[config.mk]
export PLATFORM = sky130hd
export DESIGN_NAME = sorted_max_priority_queue_top
export DESIGN_NICKNAME = d
export VERILOG_FILES = /design/src/rtl/smpq_pkg.sv /design/src/rtl/smpq_cell.sv /design/src/rtl/sorted_max_priority_queue_top.sv
export SDC_FILE = /design/constraint.sdc
export NUM_CORES = 2
export LEC_CHECK = 0
export BUFFER_PORTS_ARGS = -buffer_cell sky130_fd_sc_hd__buf_2
export CAP_MARGIN = 15
export CORE_ASPECT_RATIO = 0.5
export CORE_MARGIN = 3
export CORE_UTILIZATION = 35
export CTS_CLUSTER_DIAMETER = 60
export CTS_CLUSTER_SIZE = 14
export DETAILED_ROUTE_END_ITERATION = 10
export PLACE_DENSITY_LB_ADDON = 0.3
export RECOVER_POWER = 100
export SLEW_MARGIN = 20
export SYNTH_ARGS = -nofsm -noshare
export SYNTH_HDL_FRONTEND = slang
export SYNTH_SLANG_ARGS = --single-unit
[constraint.sdc]
create_clock -name aclk -period 10.8 [get_ports aclk]
set_input_delay 1.62 -clock aclk [delete_from_list [all_inputs] [get_ports aclk]]
set_output_delay 1.62 -clock aclk [all_outputs]
set_load 0.02 [all_outputs]
[src/rtl/smpq_pkg.sv]
// Package of shared constants and types for the sorted max-priority queue.
package smpq_pkg;

    localparam int DEPTH = 16;
    localparam int CNT_W = $clog2(DEPTH + 1);
    localparam int VAL_W = 32;
    localparam int OCC_W = 5;

    localparam logic OP_INSERT = 1'b0;
    localparam logic OP_REMOVE = 1'b1;

    typedef logic [CNT_W-1:0] cnt_t;
    typedef logic [OCC_W-1:0] occ_t;
    typedef logic signed [VAL_W-1:0] val_t;

    typedef struct packed {
        logic ins_en;
        logic rem_en;
    } cell_ctrl_t;

endpackage

[src/rtl/smpq_cell.sv]
// One storage cell of the sorted chain: keeps, takes the new value or shifts.
module smpq_cell (
    input  logic                aclk,
    input  smpq_pkg::cell_ctrl_t ctrl,
    input  smpq_pkg::val_t      ins_value,
    input  logic                occupied,
    input  logic                left_ge,
    input  smpq_pkg::val_t      left_value,
    input  smpq_pkg::val_t      right_value,
    output smpq_pkg::val_t      cell_value,
    output logic                ge
);

    smpq_pkg::val_t value_reg;
    smpq_pkg::val_t value_next;

    assign ge = occupied && (value_reg >= ins_value);
    assign cell_value = value_reg;

    always_comb begin
        value_next = value_reg;
        if (ctrl.ins_en) begin
            if (ge) begin
                value_next = value_reg;
            end else if (left_ge) begin
                value_next = ins_value;
            end else begin
                value_next = left_value;
            end
        end else if (ctrl.rem_en) begin
            value_next = right_value;
        end
    end

    always_ff @(posedge aclk) begin
        value_reg <= value_next;
    end

endmodule

[src/rtl/sorted_max_priority_queue_top.sv]
// Top level of the sorted max-priority queue built as a chain of cells.
//
//  channel  | ports                                              | direction
//  ---------+----------------------------------------------------+----------
//  input    | s_valid s_ready s_op s_item_value                  | in
//  result   | m_valid m_ready m_head_value m_was_empty           | out
//           | m_overflow m_occupancy                             |
//
// All cells compare against the new value at once and shift in the same edge,
// so one item is accepted per cycle while the result register can take it.
// The result register holds one result; a new item is taken while it is empty
// or being taken in the same cycle. Reset clears the count and the result
// valid flag; cell contents are left as they are.
module sorted_max_priority_queue_top (
    input  logic                  aclk,
    input  logic                  aresetn,
    input  logic                  s_valid,
    output logic                  s_ready,
    input  logic                  s_op,
    input  logic signed [31:0]    s_item_value,
    output logic                  m_valid,
    input  logic                  m_ready,
    output logic signed [31:0]    m_head_value,
    output logic                  m_was_empty,
    output logic                  m_overflow,
    output logic [4:0]            m_occupancy
);

    localparam int DEPTH = smpq_pkg::DEPTH;

    smpq_pkg::cnt_t count_reg;
    smpq_pkg::cnt_t count_next;
    logic           m_valid_reg;
    smpq_pkg::val_t m_head_value_reg;
    logic           m_was_empty_reg;
    logic           m_overflow_reg;
    smpq_pkg::occ_t m_occupancy_reg;

    smpq_pkg::val_t head_next;
    logic           was_empty_next;
    logic           overflow_next;

    logic                 accept;
    logic                 is_empty;
    logic                 is_full;
    smpq_pkg::cell_ctrl_t ctrl;

    smpq_pkg::val_t cell_values [DEPTH];
    logic [DEPTH-1:0] cell_ge;
    logic [DEPTH-1:0] cell_occ;

    assign s_ready  = !m_valid_reg || m_ready;
    assign accept   = s_valid && s_ready;
    assign is_empty = (count_reg == '0);
    assign is_full  = (count_reg == smpq_pkg::cnt_t'(DEPTH));

    assign ctrl.ins_en = accept && (s_op == smpq_pkg::OP_INSERT) && !is_full;
    assign ctrl.rem_en = accept && (s_op == smpq_pkg::OP_REMOVE) && !is_empty;

    for (genvar i = 0; i < DEPTH; i++) begin : g_cell
        assign cell_occ[i] = smpq_pkg::cnt_t'(i) < count_reg;
        smpq_cell u_cell (
            .aclk        (aclk),
            .ctrl        (ctrl),
            .ins_value   (s_item_value),
            .occupied    (cell_occ[i]),
            .left_ge     ((i == 0) ? 1'b1 : cell_ge[(i == 0) ? 0 : i - 1]),
            .left_value  (cell_values[(i == 0) ? 0 : i - 1]),
            .right_value (cell_values[(i == DEPTH - 1) ? i : i + 1]),
            .cell_value  (cell_values[i]),
            .ge          (cell_ge[i])
        );
    end

    always_comb begin
        count_next     = count_reg;
        head_next      = '0;
        was_empty_next = 1'b0;
        overflow_next  = 1'b0;
        if (s_op == smpq_pkg::OP_INSERT) begin
            if (is_full) begin
                overflow_next = 1'b1;
                head_next     = cell_values[0];
            end else begin
                count_next = count_reg + smpq_pkg::cnt_t'(1);
                if (is_empty || (s_item_value > cell_values[0])) begin
                    head_next = s_item_value;
                end else begin
                    head_next = cell_values[0];
                end
            end
        end else begin
            if (is_empty) begin
                was_empty_next = 1'b1;
            end else begin
                head_next  = cell_values[0];
                count_next = count_reg - smpq_pkg::cnt_t'(1);
            end
        end
    end

    always_ff @(posedge aclk) begin
        if (!aresetn) begin
            count_reg   <= '0;
            m_valid_reg <= 1'b0;
        end else begin
            if (accept) begin
                count_reg   <= count_next;
                m_valid_reg <= 1'b1;
            end else if (m_ready) begin
                m_valid_reg <= 1'b0;
            end
        end
    end

    always_ff @(posedge aclk) begin
        if (accept) begin
            m_head_value_reg <= head_next;
            m_was_empty_reg  <= was_empty_next;
            m_overflow_reg   <= overflow_next;
            m_occupancy_reg  <= smpq_pkg::occ_t'(count_next);
        end
    end

    assign m_valid      = m_valid_reg;
    assign m_head_value = m_head_value_reg;
    assign m_was_empty  = m_was_empty_reg;
    assign m_overflow   = m_overflow_reg;
    assign m_occupancy  = m_occupancy_reg;

endmodule

==> metrics <==
synthesized area divided by synthesized cell count 9.70 µm²; final core utilization a little under 40%; clock latency on the worst-skew pair 0.65 ns; count of antenna-violating nets left after detailed routing 0; Fin Clk Skew 0.0362 ns; most used flip-flop cell after synthesis sky130_fd_sc_hd__edfxtp_1; delay-heaviest family, CP compound AO/OA/AOI/OAI gates; CTS Sinks between 500 and 600; maximum achievable frequency around 110 MHz; number of buffers inserted during clock tree synthesis 52; Die Width ~490 µm; max FFs per register 512; Initial Utilization a little over a third; final number of hold-violating endpoints 0; CP endpoint kind flip-flop; synthesized area between 0.04 and 0.05 mm²; number of filler cells placed in the layout around 12000; measured slew at the worst slew-check pin between 3 and 4 ns; area growth from synthesis to layout 8.33%; number of levels the H-tree was split into 2; worst hold path class flip-flop to flip-flop; overflow left after global routing 0; Period Utilization, post-route between 80% and 90%; count of maximum capacitance violations 21; maximum number of pins on one net before global-route repair about 260; number of different library cells in the post-synthesis netlist just over 70; Die Y-Extent between 200 and 250 µm; global router's overall resource usage between 20% and 30%; Max Fanout on Critical Path 34; Max transition margin -121%; Post-route DRC 0; post-layout minimum cycle time 8.70 ns; leakage power total between 0.015 and 0.02 µW; Iteration-0 DRC Markers ~3800; first-pass detailed-route iteration total 5; data required time of the worst path 11.09 ns; maximum vdd drop ~110 µV; number of rows created at floorplan 88; non-filler instance count after layout 5837; Clk pwr share approximately 28%; most common cell after layout, fill and taps aside sky130_fd_sc_hd__edfxtp_1; nets in the synthesized netlist 4844; sequence of cells on the critical path clkbuf_1 -> inv_1 -> ha_1 -> nand4_1 -> nor2_1 -> o2bb2ai_1 -> a2111oi_0 -> a21o_1 -> a31oi_4 -> buf_4 -> o21ai_0 -> buf_4; async set-reset flop share out of synthesis 0%; outcome finished, violations left; net count of the finished layout 4772; number of global-route vias before repair about 34000; die area ~0.12 mm²; Setup Buffers After CTS 0; fin. max-slew vios roughly 740; Sw Ratio a little over a third; Final HPWL DP 101 mm; number of failing setup endpoints in the final timing report 0; share of total power in sequential cells between 40 and 50%; number of synthesized register bits about 560; share of layout cells above drive strength 1 6.69%; number of synthesized flops with an enable pin 551; peak per-stage delay on the critical path about 2.4 ns; setup repair after global routing missed its margin false; weighted congestion reported at the end of routability-driven placement approximately 0.93; internal power of the cells ~4400 µW; instance count after placement with tap cells included around 5700; vias after detailed routing approximately 35000; Worst Path Class, Setup primary input to flip-flop; Clock Tree Buf Depth 3; post-CTS clock slew at the launch and capture registers of the worst setup and hold paths roughly 0.07 ns; part of the Yosys area used for sequential elements between 40 and 50%; slack of the worst reg-to-reg path between 3 and 4 ns; initial antenna violation count 5; number of hold-repair buffers added at the cts stage 0; cell count after synthesis between 4000 and 5000; Port Buffers 77; setup TNS 0 ns; Net Sw Power between 2000 and 2500 µW; violated checks max-capacitance violations, max-slew violations; Worst path slowest cell sky130_fd_sc_hd__o21ai_0; number of synthesis warnings 0; Resize count post-CTS 0; dominant cell type by count on the critical path sky130_fd_sc_hd__buf_4; CTS root buf sky130_fd_sc_hd__clkbuf_16; DR WL/cell 24.1 µm; arrival time at the worst endpoint ~9 ns; WP buf/inv 4; Core Box Area around 0.12 mm²; startpoint class of the critical path primary input; ports placed on the boundary roughly 80; TritonCTS clock tree yes; global-route wire length before repair ~210 mm; commonest cells after routing, fill and taps aside sky130_fd_sc_hd__edfxtp_1, sky130_fd_sc_hd__ha_1, sky130_fd_sc_hd__nand2_1, sky130_fd_sc_hd__o21ai_0, sky130_fd_sc_hd__mux2i_1; Comb power frac roughly 27%; DRT Wirelength about 140 mm; Pwr Density between 100 and 150 mW/mm²; detail-routed via count per cell 6.02
[routing by layer]
metal	GRT usage, %	wire (µm)
met3	3.42	11400
met5	0	23
met1	33.4	66500
met4	5.02	2970
met2	32.6	59900
[synth_stat cells, types with 7 or more instances]
library cell                count  area [µm²]
sky130_fd_sc_hd__a31oi_1       38         238
sky130_fd_sc_hd__edfxtp_1     551       16500
sky130_fd_sc_hd__nand3_1       39         195
sky130_fd_sc_hd__nor2b_1       23         144
sky130_fd_sc_hd__a221oi_1      37         324
sky130_fd_sc_hd__nor3_2        20         200
sky130_fd_sc_hd__nand2b_1      44         275
sky130_fd_sc_hd__a2111oi_0     12         105
sky130_fd_sc_hd__buf_1          8        30.0
sky130_fd_sc_hd__nand2_1      451        1690
sky130_fd_sc_hd__a211oi_2      30         375
sky130_fd_sc_hd__nand4_1      115         719
sky130_fd_sc_hd__a21boi_0       9        67.6
sky130_fd_sc_hd__o21ai_0      394        1970
sky130_fd_sc_hd__nor3_1       161         806
sky130_fd_sc_hd__o21ai_1       15        75.1
sky130_fd_sc_hd__ha_1         515        6440
sky130_fd_sc_hd__o21a_1        15         113
sky130_fd_sc_hd__a211oi_1      84         631
sky130_fd_sc_hd__nor2_1       345        1290
sky130_fd_sc_hd__a21oi_1      339        1700
sky130_fd_sc_hd__a21o_1        97         728
sky130_fd_sc_hd__mux2_2        31         349
sky130_fd_sc_hd__and3_1         7        43.8
sky130_fd_sc_hd__nor4_1        17         106
sky130_fd_sc_hd__buf_2         31         155
sky130_fd_sc_hd__o311ai_0      33         289
sky130_fd_sc_hd__o211ai_1      14         105
sky130_fd_sc_hd__mux2i_1      349        3490
sky130_fd_sc_hd__clkbuf_1     258         968
sky130_fd_sc_hd__o221ai_1      10        87.6
sky130_fd_sc_hd__inv_1         97         364
[power by group through the flow]
stage	Clock [µW]	Sequential, µW	Combinational (µW)
finish	1900	3000	1840
CTS	1940	2990	1830
detailed placement	0	3030	1830
floorplan	0	2950	1260
global placement	0	3030	1770
global route	2010	3030	2040
[worst paths after layout]
path | startpoint | endpoint | cells after the start
min | m_valid$_SDFFE_PN0P_ | m_valid$_SDFFE_PN0P_ | 2
min reg2reg | m_valid$_SDFFE_PN0P_ | m_valid$_SDFFE_PN0P_ | 2
max | s_item_value[27] | g_cell[12].u_cell.cell_value[25]$_DFFE_PP_ | 12
max reg2reg | count_reg[0]$_SDFFE_PN0P_ | g_cell[14].u_cell.cell_value[27]$_DFFE_PP_ | 8
[tightest hold or removal path: stages (launching register included)]
cell and delay [ns]:
sky130_fd_sc_hd__dfxtp_1 0.31, sky130_fd_sc_hd__nand2b_1 0.10, sky130_fd_sc_hd__a21boi_0 0.09
[logic make-up (layout without fill, tap and decap cells)]
logic type	after synthesis	after routing	synth area share (%)
adder cells (fa/ha/maj)	515	515	15.5
buffers and inverters	404	371	3.87
other	0	3	0
flip-flops	557	557	40.1
AND/OR/NAND/NOR	1253	1253	13.7
XOR/XNOR	4	4	0.0842
multiplexers	380	380	9.23
AO/OA/AOI/OAI	1179	1179	17.5
[stage by stage]
step                cell area, µm²  setup WS, ns  power, µW  hold WS (ns)
floorplan                    41600          3.35       4200         0.545
global placement             43700          3.44       4800         0.512
detailed placement           43700          3.41       4860         0.527
CTS                          45300          4.11       6750         0.539
global route                 45100          1.93       7080         0.577
finish                       45100          2.10       6740         0.545
[cell type report]
| class | count | area [µm²] | share of cell area (%) |
|---|---|---|---|
| clock inverters | 20 | 189 | 0.419 |
| flip-flops and latches | 557 | 16700 | 37.0 |
| inverters | 98 | 368 | 0.816 |
| diodes | 3 | 7.51 | 0.0167 |
| repair buffers | 180 | 1070 | 2.38 |
| well taps | 1575 | 1970 | 4.37 |
| multi-input cells | 3331 | 23400 | 51.9 |
| clock buffers | 73 | 1420 | 3.15 |
(Power assumes the default switching activity.)
